### src/sv/cwnm_pkg.sv
// Shared constants for the centered nonzero-mean smoothing block.
package cwnm_pkg;

   // default sizing of the block
   localparam int MAX_GAP_DEF     = 32;
   localparam int SAMPLE_BITS_DEF = 16;

   // fixed field widths
   localparam int GAP_W    = 6;
   localparam int COV_W    = 16;
   localparam int SMOOTH_W = 16;
   localparam int POS_W    = 32;
   localparam int RSP_W    = SMOOTH_W + POS_W;

   // gap register value after reset
   localparam logic [GAP_W-1:0] GAP_RESET = 6'd2;

endpackage

### src/sv/cwnm_ram.sv
// Generic single-port-write, single-port-read RAM with registered read data.
module cwnm_ram #(
   parameter int WIDTH = 16,
   parameter int DEPTH = 33
) (
   input  logic                     clock,
   input  logic                     wr_en,
   input  logic [$clog2(DEPTH)-1:0] wr_addr,
   input  logic [WIDTH-1:0]         wr_data,
   input  logic                     rd_en,
   input  logic [$clog2(DEPTH)-1:0] rd_addr,
   output logic [WIDTH-1:0]         rd_data
);

   logic [WIDTH-1:0] mem [DEPTH];
   logic [WIDTH-1:0] rd_data_ff;

   // write and registered read
   always_ff @(posedge clock) begin
      if (wr_en) begin
         mem[wr_addr] <= wr_data;
      end
      if (rd_en) begin
         rd_data_ff <= mem[rd_addr];
      end
   end

   assign rd_data = rd_data_ff;

endmodule

### src/sv/centered_window_nonzero_mean.sv
// Top level of the centered moving average over the nonzero coverage samples.
//
// Each request carries one coverage sample and a block-end flag. The result for
// position p is the truncated mean of the nonzero samples from floor(g/2)
// positions back (clipped at the block start) to ceil(g/2) positions ahead
// (clipped at the block end), or 0 when none is nonzero; g is the gap register,
// saturated to MAX_GAP. Results trail the requests by ceil(g/2) positions and a
// request with tlast set flushes all pending results, the final one with tlast.
// Requests are taken one at a time. A request that releases no result passes
// through the check state alone. For each result it releases, the block reads
// the window of W (at most g + 1) entries from the history RAM, one entry a cycle
// through its single read port, and forms the mean in a bit-serial divider of
// SW = SAMPLE_BITS + clog2(MAX_GAP + 2) bits (22 by default). A finished result
// waits in the output register while the block goes on with the next result or
// the next request.
module centered_window_nonzero_mean #(
   parameter int MAX_GAP     = cwnm_pkg::MAX_GAP_DEF,
   parameter int SAMPLE_BITS = cwnm_pkg::SAMPLE_BITS_DEF
) (
   input  logic                        clock,
   input  logic                        reset,
   // gap register write
   input  logic                        csr_wr_en,
   input  logic [cwnm_pkg::GAP_W-1:0]  csr_wr_data,
   // request channel
   input  logic                        req_tvalid,
   output logic                        req_tready,
   input  logic [cwnm_pkg::COV_W-1:0]  req_tdata,   // [15:0] coverage_sample
   input  logic                        req_tlast,   // block_end
   // result channel
   output logic                        rsp_tvalid,
   input  logic                        rsp_tready,
   output logic [cwnm_pkg::RSP_W-1:0]  rsp_tdata,   // [15:0] smoothed_coverage,
                                                    // [47:16] position
   output logic                        rsp_tlast    // last_of_block
);

   localparam int DEPTH = MAX_GAP + 1;
   localparam int AW    = $clog2(DEPTH);
   localparam int PW    = $clog2(DEPTH + 1);
   localparam int CW    = $clog2(MAX_GAP + 2);
   localparam int SW    = SAMPLE_BITS + CW;
   localparam int DW    = $clog2(SW + 1);
   localparam int GW    = cwnm_pkg::GAP_W;
   localparam int POSW  = cwnm_pkg::POS_W;
   localparam int MW    = cwnm_pkg::SMOOTH_W;

   typedef enum logic [4:0] {
      ST_IDLE  = 5'b00001,
      ST_CHECK = 5'b00010,
      ST_READ  = 5'b00100,
      ST_DIV   = 5'b01000,
      ST_OUT   = 5'b10000
   } state_type;

   state_type        state_ff, state_in;
   logic [GW-1:0]    gap_ff, gap_in;
   logic [AW-1:0]    newest_ff, newest_in;
   logic [POSW-1:0]  pos_ff, pos_in;
   logic [PW-1:0]    pending_ff, pending_in;
   logic [POSW-1:0]  item_n_ff, item_n_in;
   logic             item_end_ff, item_end_in;
   logic [AW-1:0]    rd_idx_ff, rd_idx_in;
   logic [CW-1:0]    rd_left_ff, rd_left_in;
   logic             rd_pend_ff, rd_pend_in;
   logic [SW-1:0]    sum_ff, sum_in;
   logic [CW-1:0]    cnt_ff, cnt_in;
   logic [POSW-1:0]  win_pos_ff, win_pos_in;
   logic             win_last_ff, win_last_in;
   logic [SW-1:0]    div_q_ff, div_q_in;
   logic [CW-1:0]    div_rem_ff, div_rem_in;
   logic [DW-1:0]    div_step_ff, div_step_in;
   logic             rsp_valid_ff, rsp_valid_in;
   logic [MW-1:0]    rsp_mean_ff, rsp_mean_in;
   logic [POSW-1:0]  rsp_pos_ff, rsp_pos_in;
   logic             rsp_last_ff, rsp_last_in;

   logic                   accept;
   logic [GW-1:0]          gap_eff;
   logic [GW-1:0]          back_w;
   logic [GW-1:0]          ahead_w;
   logic [AW-1:0]          nxt_newest;
   logic                   emit_go;
   logic [PW-1:0]          pend_age;
   logic [POSW-1:0]        win_p;
   logic [GW-1:0]          back_clip;
   logic [PW-1:0]          ahead_clip;
   logic [AW-1:0]          age_start;
   logic [AW-1:0]          start_idx;
   logic [CW-1:0]          rd_count;
   logic                   rd_en;
   logic [SAMPLE_BITS-1:0] rd_data;
   logic [CW:0]            div_trial;
   logic                   div_ge;
   logic                   out_free;

   // sample history ring
   cwnm_ram #(
      .WIDTH (SAMPLE_BITS),
      .DEPTH (DEPTH)
   ) u_hist (
      .clock   (clock),
      .wr_en   (accept),
      .wr_addr (nxt_newest),
      .wr_data (SAMPLE_BITS'(req_tdata)),
      .rd_en   (rd_en),
      .rd_addr (rd_idx_ff),
      .rd_data (rd_data)
   );

   // saturate the gap and split it into back and ahead reach
   always_comb begin
      gap_eff = (32'(gap_ff) > MAX_GAP) ? GW'(MAX_GAP) : gap_ff;
      back_w  = gap_eff >> 1;
      ahead_w = GW'(({1'b0, gap_eff} + (GW+1)'(1)) >> 1);
   end

   // window geometry of the oldest pending position
   always_comb begin
      pend_age   = pending_ff - PW'(1);
      win_p      = item_n_ff - POSW'(pend_age);
      back_clip  = (win_p < POSW'(back_w)) ? GW'(win_p) : back_w;
      ahead_clip = (32'(ahead_w) < 32'(pend_age)) ? PW'(ahead_w) : pend_age;
      age_start  = AW'(pend_age - ahead_clip);
      if (newest_ff >= age_start) begin
         start_idx = newest_ff - age_start;
      end else begin
         start_idx = AW'(32'(newest_ff) + DEPTH - 32'(age_start));
      end
      rd_count = CW'(32'(ahead_clip) + 32'(back_clip) + 1);
      if (item_end_ff) begin
         emit_go = (pending_ff != '0);
      end else begin
         emit_go = (32'(pending_ff) > 32'(ahead_w));
      end
   end

   assign accept     = req_tvalid && req_tready;
   assign nxt_newest = (newest_ff == AW'(DEPTH - 1)) ? '0 : newest_ff + AW'(1);
   assign rd_en      = (state_ff == ST_READ) && (rd_left_ff != '0);
   assign out_free   = !rsp_valid_ff || rsp_tready;
   assign div_trial  = {div_rem_ff, div_q_ff[SW-1]};
   assign div_ge     = (div_trial >= {1'b0, cnt_ff});

   // sequencer: take request, walk each window, divide, hand off result
   always_comb begin
      state_in     = state_ff;
      gap_in       = csr_wr_en ? csr_wr_data : gap_ff;
      newest_in    = newest_ff;
      pos_in       = pos_ff;
      pending_in   = pending_ff;
      item_n_in    = item_n_ff;
      item_end_in  = item_end_ff;
      rd_idx_in    = rd_idx_ff;
      rd_left_in   = rd_left_ff;
      rd_pend_in   = rd_en;
      sum_in       = sum_ff;
      cnt_in       = cnt_ff;
      win_pos_in   = win_pos_ff;
      win_last_in  = win_last_ff;
      div_q_in     = div_q_ff;
      div_rem_in   = div_rem_ff;
      div_step_in  = div_step_ff;
      rsp_valid_in = rsp_valid_ff && !rsp_tready;
      rsp_mean_in  = rsp_mean_ff;
      rsp_pos_in   = rsp_pos_ff;
      rsp_last_in  = rsp_last_ff;

      case (state_ff)
         ST_IDLE: begin
            // store the sample and advance the block position
            if (accept) begin
               newest_in   = nxt_newest;
               item_n_in   = pos_ff;
               item_end_in = req_tlast;
               pos_in      = req_tlast ? '0 : pos_ff + POSW'(1);
               if (pending_ff != PW'(DEPTH)) begin
                  pending_in = pending_ff + PW'(1);
               end
               state_in = ST_CHECK;
            end
         end
         ST_CHECK: begin
            // open the window of the oldest pending position, or go idle
            if (emit_go) begin
               rd_idx_in   = start_idx;
               rd_left_in  = rd_count;
               sum_in      = '0;
               cnt_in      = '0;
               win_pos_in  = win_p;
               win_last_in = item_end_ff && (pending_ff == PW'(1));
               state_in    = ST_READ;
            end else begin
               state_in = ST_IDLE;
            end
         end
         ST_READ: begin
            // step back through the ring, accumulate nonzero samples
            if (rd_en) begin
               rd_idx_in  = (rd_idx_ff == '0) ? AW'(DEPTH - 1) : rd_idx_ff - AW'(1);
               rd_left_in = rd_left_ff - CW'(1);
            end
            if (rd_pend_ff && (rd_data != '0)) begin
               sum_in = sum_ff + SW'(rd_data);
               cnt_in = cnt_ff + CW'(1);
            end
            if ((rd_left_ff == '0) && !rd_pend_ff) begin
               div_q_in    = sum_ff;
               div_rem_in  = '0;
               div_step_in = DW'(SW);
               state_in    = ST_DIV;
            end
         end
         ST_DIV: begin
            // restoring division, one quotient bit a cycle
            if (div_step_ff != '0) begin
               div_rem_in  = div_ge ? CW'(div_trial - {1'b0, cnt_ff}) : CW'(div_trial);
               div_q_in    = {div_q_ff[SW-2:0], div_ge};
               div_step_in = div_step_ff - DW'(1);
            end else begin
               state_in = ST_OUT;
            end
         end
         ST_OUT: begin
            // load the output register once it is free
            if (out_free) begin
               rsp_valid_in = 1'b1;
               rsp_mean_in  = (cnt_ff == '0) ? '0 : MW'(div_q_ff);
               rsp_pos_in   = win_pos_ff;
               rsp_last_in  = win_last_ff;
               pending_in   = pending_ff - PW'(1);
               state_in     = ST_CHECK;
            end
         end
         default: begin
            state_in = ST_IDLE;
         end
      endcase
   end

   // control registers
   always_ff @(posedge clock) begin
      if (reset) begin
         state_ff     <= ST_IDLE;
         gap_ff       <= cwnm_pkg::GAP_RESET;
         newest_ff    <= '0;
         pos_ff       <= '0;
         pending_ff   <= '0;
         rd_pend_ff   <= 1'b0;
         rsp_valid_ff <= 1'b0;
      end else begin
         state_ff     <= state_in;
         gap_ff       <= gap_in;
         newest_ff    <= newest_in;
         pos_ff       <= pos_in;
         pending_ff   <= pending_in;
         rd_pend_ff   <= rd_pend_in;
         rsp_valid_ff <= rsp_valid_in;
      end
   end

   // payload registers
   always_ff @(posedge clock) begin
      item_n_ff   <= item_n_in;
      item_end_ff <= item_end_in;
      rd_idx_ff   <= rd_idx_in;
      rd_left_ff  <= rd_left_in;
      sum_ff      <= sum_in;
      cnt_ff      <= cnt_in;
      win_pos_ff  <= win_pos_in;
      win_last_ff <= win_last_in;
      div_q_ff    <= div_q_in;
      div_rem_ff  <= div_rem_in;
      div_step_ff <= div_step_in;
      rsp_mean_ff <= rsp_mean_in;
      rsp_pos_ff  <= rsp_pos_in;
      rsp_last_ff <= rsp_last_in;
   end

   assign req_tready = (state_ff == ST_IDLE);
   assign rsp_tvalid = rsp_valid_ff;
   assign rsp_tdata  = {rsp_pos_ff, rsp_mean_ff};
   assign rsp_tlast  = rsp_last_ff;

endmodule

### config.mk
export PLATFORM = sky130hd
export DESIGN_NAME = centered_window_nonzero_mean
export DESIGN_NICKNAME = d
export VERILOG_FILES = /design/src/sv/cwnm_pkg.sv /design/src/sv/cwnm_ram.sv /design/src/sv/centered_window_nonzero_mean.sv
export SDC_FILE = /design/constraint.sdc
export NUM_CORES = 1
export LEC_CHECK = 0
export ABC_AREA = 0
export BUFFER_PORTS_ARGS = -buffer_cell sky130_fd_sc_hd__clkbuf_2
export CAP_MARGIN = 20
export CORE_ASPECT_RATIO = 0.6
export CORE_UTILIZATION = 56
export CTS_CLUSTER_SIZE = 10
export DETAILED_ROUTE_END_ITERATION = 7
export PLACE_DENSITY = 0.73
export RECOVER_POWER = 100
export SLEW_MARGIN = 20
export SYNTH_ARGS = -nofsm -noshare
export SYNTH_HDL_FRONTEND = slang
export SYNTH_SLANG_ARGS = --single-unit
### constraint.sdc
create_clock -name clock -period 8.04 [get_ports clock]
set_input_delay 0.804 -clock clock [delete_from_list [all_inputs] [get_ports clock]]
set_output_delay 0.804 -clock clock [all_outputs]
set_load 0.05 [all_outputs]
**Word level (Yosys, flattened, before mapping)**

Memories as Yosys holds them, arrays and structs flattened. A register that Yosys moved wholly into a read port is not among the register bits.
Cells that the tools add are included.

- Bits in registers: 245
- Latch bits: 0
- Memory bits (writable): 528
- ROM bits: 0
- Input port bits: 28
- Output and inout port bits: 51
- Memories kept: 1

Memories:

| name | words | bits a word | rd ports | clocked after memory_dff | wr ports | RTL line | RTL |
|---|---|---|---|---|---|---|---|
| u_hist.mem | 33 | 16 | 1 | 1 | 1 | cwnm_ram.sv:15 | `logic [WIDTH-1:0] mem [DEPTH];` |

- Add/subtract/negate cells: 18
- Multiply operators: 0
- Div/mod/pow operators: 0
- $lt $le $gt $ge: 6
- Eq/ne operators: 17
- Shifts and indexed selects: 0
- Mux-type cells: 44
- Bitwise operators: 0
- Reductions and logical operators: 28

Operators by type and width:

| operator | number |
|---|---|
| $mux 6 | 18 |
| $mux 22 | 4 |
| $pmux 22 s2 | 2 |
| $pmux 6 s2 | 5 |
| $add 32x1->32 const B | 1 |
| $lt 32x5->1 | 1 |
| $mux 32 | 1 |
| $sub 32x6->32 | 1 |
| $mux 5 | 6 |
| $pmux 5 s5 | 1 |
| $add 6x1->6 const B | 4 |
| $sub 6x6->6 | 4 |
| $add 22x16->22 | 1 |
| $logic_not 6->1 | 3 |
| $sub 6x1->6 const B | 3 |
| $reduce_bool 16->1 | 1 |
| $reduce_bool 6->1 | 2 |
| $ne 2x2->1 const B | 5 |
| $pmux 5 s2 | 1 |
| $reduce_and 3->1 | 3 |
| $ne 2x1->1 const B | 4 |
| $reduce_and 4->1 | 2 |
| $add 6x1->7 const B | 1 |
| $ge 7x6->1 | 1 |
| other kinds (23) | 38 |

**Longest topological paths before layout**

- Depth in word-level cells: 10
- Gate-level depth with buffers: 30
- Mapped depth without buffers: 28

**By module**

From an unflattened synthesis, not the netlist that was laid out.

- Cells, all modules: 2341
- Area total of the unflattened synthesis: 34315.4 µm²

By module, submodules not included:

| module | instances | cells an instance | area an instance (µm²) |
|---|---|---|---|
| cwnm_ram | 1 | 1131 | 21229.1 |
| centered_window_nonzero_mean | 1 | 1210 | 13086.3 |

**Worst setup path before layout**

OpenSTA, ideal clock, no wires.

- Path type: register to register
- Start point: register gap_ff[5]
- End point: register rd_idx_ff[1] (data pin)
- Library setup time: 270 ps
- Data arrival time: 5403 ps
- Required time: 7770 ps
- Path slack: 2367 ps
- Stages on the path, launching flop included: 28
- Buffers on the path: 3
- Period minus slack after synthesis: 5673 ps
- Cell sequence: dfxtp_1 > clkbuf_1 > nor2b_1 > ha_1 > xnor2_1 > inv_1 > ha_1 > nor2b_1 > o21ai_0 > nand2b_1 > a21oi_1 > o21ai_0 > a21oi_1 > clkbuf_1 > buf_1 > nor2_1 > a21oi_1 > inv_1 > fa_1 > a21o_1 > mux2i_1 > o21ai_0 > a21oi_1 > ha_1 > fa_1 > a31oi_1 > mux2i_1 > o22ai_1

- Cells in the longest elaborated chain, start to end: 10
- Elaborated cells on any way between the ends: 12
- Those cells by class: 4 x add/sub; 3 x order compare; 5 x mux

RTL lines:

| item | RTL line | RTL |
|---|---|---|
| from (decl) | centered_window_nonzero_mean.sv:57 | `logic [GW-1:0] gap_ff, gap_in;` |
| from (signal assigned) | centered_window_nonzero_mean.sv:245 | `gap_ff <= cwnm_pkg::GAP_RESET;` |
| from (signal assigned) | centered_window_nonzero_mean.sv:253 | `gap_ff <= gap_in;` |
| $gt 6x6->1 | centered_window_nonzero_mean.sv:113 | `gap_eff = (32'(gap_ff) > MAX_GAP) ? GW'(MAX_GAP) : gap_ff;` |
| $mux 6 * | centered_window_nonzero_mean.sv:113 |  |
| $add 6x1->7 * | centered_window_nonzero_mean.sv:115 | `ahead_w = GW'(({1'b0, gap_eff} + (GW+1)'(1)) >> 1);` |
| $lt 6x6->1 | centered_window_nonzero_mean.sv:123 | `ahead_clip = (32'(ahead_w) < 32'(pend_age)) ? PW'(ahead_w) : pend_age;` |
| $mux 6 * | centered_window_nonzero_mean.sv:123 |  |
| $sub 6x6->6 * | centered_window_nonzero_mean.sv:124 | `age_start = AW'(pend_age - ahead_clip);` |
| $sub 6x6->6 (tied with other cells) | centered_window_nonzero_mean.sv:128 | `start_idx = AW'(32'(newest_ff) + DEPTH - 32'(age_start));` |
| $mux 6 * | centered_window_nonzero_mean.sv:125 | `if (newest_ff >= age_start) begin` |
| $mux 6 * | centered_window_nonzero_mean.sv:185 | `if (emit_go) begin` |
| $pmux 6 s2 * | centered_window_nonzero_mean.sv:169 | `case (state_ff)` |
| net rd_idx_in[1] | centered_window_nonzero_mean.sv:63 | `logic [AW-1:0] rd_idx_ff, rd_idx_in;` |
| to (signal assigned) | centered_window_nonzero_mean.sv:266 | `rd_idx_ff <= rd_idx_in;` |
| to (decl) | centered_window_nonzero_mean.sv:63 |  |

The timed path passes the listed nets; every way through them passes the cells marked *. The select of a mux whose other input is x is not followed.
A chain may end at the register's enable or synchronous reset.

**Final worst setup path**

- Start point: register pending_ff[2]
- End point: register rd_left_ff[5] (data pin)

- Cells in the longest elaborated chain, start to end: 8
- Elaborated cells on any way between the ends: 10
- Those cells by class: 4 x add/sub; 2 x order compare; 4 x mux

RTL lines:

| item | RTL line | RTL |
|---|---|---|
| from (decl) | centered_window_nonzero_mean.sv:60 | `logic [PW-1:0] pending_ff, pending_in;` |
| from (signal assigned) | centered_window_nonzero_mean.sv:256 | `pending_ff <= pending_in;` |
| $sub 6x1->6 | centered_window_nonzero_mean.sv:120 | `pend_age = pending_ff - PW'(1);` |
| $sub 32x6->32 | centered_window_nonzero_mean.sv:121 | `win_p = item_n_ff - POSW'(pend_age);` |
| net win_p[19] | centered_window_nonzero_mean.sv:85 | `logic [POSW-1:0] win_p;` |
| $lt 32x5->1 | centered_window_nonzero_mean.sv:122 | `back_clip = (win_p < POSW'(back_w)) ? GW'(win_p) : back_w;` |
| $mux 6 | centered_window_nonzero_mean.sv:122 |  |
| $add 6x6->6 | centered_window_nonzero_mean.sv:130 | `rd_count = CW'(32'(ahead_clip) + 32'(back_clip) + 1);` |
| $add 6x1->6 | centered_window_nonzero_mean.sv:130 |  |
| $mux 6 | centered_window_nonzero_mean.sv:185 |  |
| $pmux 6 s2 | centered_window_nonzero_mean.sv:169 |  |
| net rd_left_in[5] | centered_window_nonzero_mean.sv:64 | `logic [CW-1:0] rd_left_ff, rd_left_in;` |
| to (signal assigned) | centered_window_nonzero_mean.sv:267 | `rd_left_ff <= rd_left_in;` |
| to (decl) | centered_window_nonzero_mean.sv:64 |  |

The timed path passes the listed nets, and every way through them passes these cells. The select of a mux whose other input is x is not followed.

==> results by group <==
Timing
  • Period utilization: 84.6%
  • RSZ-0062 raised after global routing: no
  • Fin. max-slew vios: about 240
  • Worst Tran Pin Value: approximately 3.8 ns
  • TNS Setup: 0 ns
  • Final Hold Fails: 0
  • Endpoints failing setup: 0
  • Hold WS: about 0.41 ns
  • F_max: ~150 MHz
  • Final min period: just under 7 ns
  • Max-slew headroom: -154%
  • Clock Skew: between 0.01 and 0.015 ns

Clock tree
  • CTS Hold Buffers Added: 0
  • Postcts setup bufs: 0
  • CTS tree: yes
  • Clk buf depth: 3
  • Post-CTS sizing: 0
  • Sink Count: 789
  • Reg clk slew, reported paths: 0.06 ns
  • Htree depth: 3
  • Root Buffer: clkbuf_16
  • Clock latency on the worst-skew pair: 0.64 ns
  • CTS Buf Count: 89

Synth
  • Synth warn: 0
  • FFs w/ async S/R, synth: 0%
  • Cell area after synthesis: between 30000 and 40000 um2
  • Most frequently used flop master after synthesis: edfxtp_1
  • Syn Area/Cell: roughly 15 um2
  • Post-synthesis cell type count: 75
  • Synthesized Nets: 2447
  • Post-synthesis register bit count: ~790
  • Number of synthesized flops with an enable pin: ~730
  • Seq/Total Area, Yosys: 68.0%
  • Gate Count Post-Synth: 2335

Floorplanning
  • Io pins: slightly below 80
  • Chip Height: between 150 and 200 um
  • Die footprint: slightly above 60000 um2
  • Cell row count: between 60 and 70
  • Die width: approximately 320 um
  • Initial core utilization: between 50% and 60%
  • Core area: between 50000 and 60000 um2

Status
  • Failing checks: max-capacitance violations, max-slew violations
  • Status: complete, but fails checks

Finish
  • Most common library cell in the layout ignoring fill and taps: edfxtp_1
  • Fraction of layout cells with a size suffix above 1: under 10%
  • FILL cells: approximately 4400
  • Area Overhead vs Synth: 10.5%
  • Diodes inserted: 0
  • Final cell count without fillers: approximately 3300
  • Most frequent cells in the layout: 732 x edfxtp_1, 197 x nor2_1, 171 x nand2_1, 133 x clkbuf_1, 129 x mux2i_1
  • Nets: 2568

Hold path
  • HP Class: input port to flop
  • Cells on Worst Hold Path: 1

Setup path
  • Reg2Reg Setup Slack: between 1 and 1.5 ns
  • CP cell instances: nor3_1, nand3_1, xnor2_1, inv_1, ha_1, or4_1, nor3_1, o21ai_0, a21oi_1, nand2_1, xnor2_1, nor4_1, nand4_4, mux2_2, ha_1, a21o_1, a21oi_1, o21bai_1, a21oi_1, xor2_1, o21ai_0
  • Critical path type: flop to flop
  • Arrival time worst endpoint: a little over 7 ns
  • CP max FO: 14
  • Worst reg2reg path depth: 21
  • Critical-path top delay cell: nor3_1
  • CP required: ~8.4 ns
  • CP Capture Type: flop
  • Setup crit start kind: flop
  • Slowest stage delay, CP: 0.59 ns
  • Cell mode on critical path: a21oi_1

GRT
  • Aggregate global routing overflow: 0
  • Largest net degree at the start of global routing: approximately 110
  • Initial antenna violation count: 3
  • First-pass GRT wire length: approximately 120000 um
  • Gr usage total: 25.0%
  • Vias in the first global route: 19100

Place
  • HPWL after detailed placement: 50600 um
  • Cell Count Post-Placement: around 3100
  • Port Buffers: 78
  • Gpl congestion: around 0.90

Route
  • DRT Pass-1 Iters: 5
  • Avg WL per Cell: about 23 um
  • Via density per instance: between 6 and 7
  • # DRC: 0
  • Routed via count: 20200
  • Post-route ant nets: 0
  • Initial DRC Count: between 2000 and 2500
  • DRT Wirelength: approximately 77000 um

Power
  • Peak VDD IR: ~0.00016 V
  • Pwr/cell area: approximately 300 nW/um2
  • Pleak: ~13 nW

Run
  • Max cap viols: 7
## area by class of cell
class / count / area [um2] / share of cell area [%]
sequential: 789 / 23100 / 61.6
multi-input combinational: 1384 / 10200 / 27.2
clock buffer: 115 / 2370 / 6.31
tap: 781 / 977 / 2.60
timing repair buffer: 127 / 534 / 1.42
inverter: 65 / 245 / 0.653
clock inverter: 5 / 83.8 / 0.223
## worst max-delay path, delay by kind of cell (launching register included)
family / cells / cell delay (ns)
muxes: 1 / 0.33
buffers and inverters: 1 / 0.24
DFF: 1 / 0.48
adders and majority gates: 2 / 0.59
AOI/OAI and AO/OA: 7 / 1.57
xor gates and xnor gates: 3 / 0.81
and+or+nand+nor: 7 / 2.45
## cell usage after synthesis (10+ instances only)
cell type	number	area [um2]
buf_1	18	67.6
a211oi_1	10	75.1
edfxtp_1	732	22000
o221ai_1	32	280
o22ai_1	42	263
xnor2_1	60	526
nand2_1	171	642
o21a_1	12	90.1
mux2i_1	129	1290
mux2_2	22	248
or3_1	17	106
nand4_1	17	106
mux4_2	64	1440
a21oi_1	123	616
a21o_1	20	150
xor2_1	50	438
dfxtp_1	57	1140
clkbuf_1	72	270
nand3_1	34	170
nor2_1	196	736
o21ai_0	88	440
nor2b_1	34	213
and3_1	16	100
ha_1	74	926
inv_1	65	244
nand2b_1	12	75.1
fa_1	10	200
nor3_1	46	230
nor4_1	15	93.8
## sequential cells by signal, summed over array words and instances (netlist names), 6 cells and up
register        flops
item_n_ff          32
pos_ff             32
gap_ff              6
u_hist.mem        528
cnt_ff              6
sum_ff             22
pending_ff          6
div_rem_ff          6
rsp_mean_ff        16
u_hist.rd_data     16
win_pos_ff         32
newest_ff           6
rd_idx_ff           6
rsp_pos_ff         32
rd_left_ff          6
div_q_ff           22
## where the power goes
part	switching, mW	total [mW]	leakage (nW)	internal (mW)
Combinational	1.55	2.51	4.56	0.956
Clock	1.51	3.55	1.19	2.04
Sequential	0.161	4.94	7.07	4.78
## metrics by stage
| step | util, % | area, um2 | power (mW) | setup slack (ns) |
|---|---|---|---|---|
| finish | 63.0 | 37500 | 11.0 | 1.24 |
| global route | 63.0 | 37500 | 11.5 | 0.849 |
| CTS | 63.5 | 37800 | 11.0 | 1.60 |
| detailed placement | 59.4 | 35400 | 7.48 | 1.66 |
| global placement | 59.4 | 35400 | 7.42 | 1.86 |
| floorplan | - | 34000 | 6.76 | 2.37 |
## logic make-up after synthesis
kind of cell | after synthesis | share of synthesized area (%)
AO/OA/AOI/OAI | 369 | 6.71
XOR/XNOR | 111 | 2.88
adder cells (fa/ha/maj) | 84 | 3.31
buffers and inverters | 162 | 1.83
flip-flops | 789 | 68.0
multiplexers | 215 | 8.77
other | 2 | 0.0221
AND/OR/NAND/NOR | 603 | 8.41
## metal layers
| layer | global-route usage (%) | wire (um) | up-vias |
|---|---|---|---|
| met2 | 33.4 | 30900 | 919 |
| li1 | - | - | 9113 |
| met4 | 5.54 | 1230 | 2 |
| met3 | 5.13 | 7060 | 101 |
| met1 | 41.4 | 37400 | 10100 |
| met5 | 0 | 13 | - |
## final timing paths
path / from / to
setup / recovery: pending_ff[2] / rd_left_ff[5]
hold / removal: req_tlast / item_end_ff
setup reg to reg: pending_ff[2] / rd_left_ff[5]
hold reg to reg: win_pos_ff[24] / rsp_pos_ff[24]
Power figures use the tool's default switching activity.
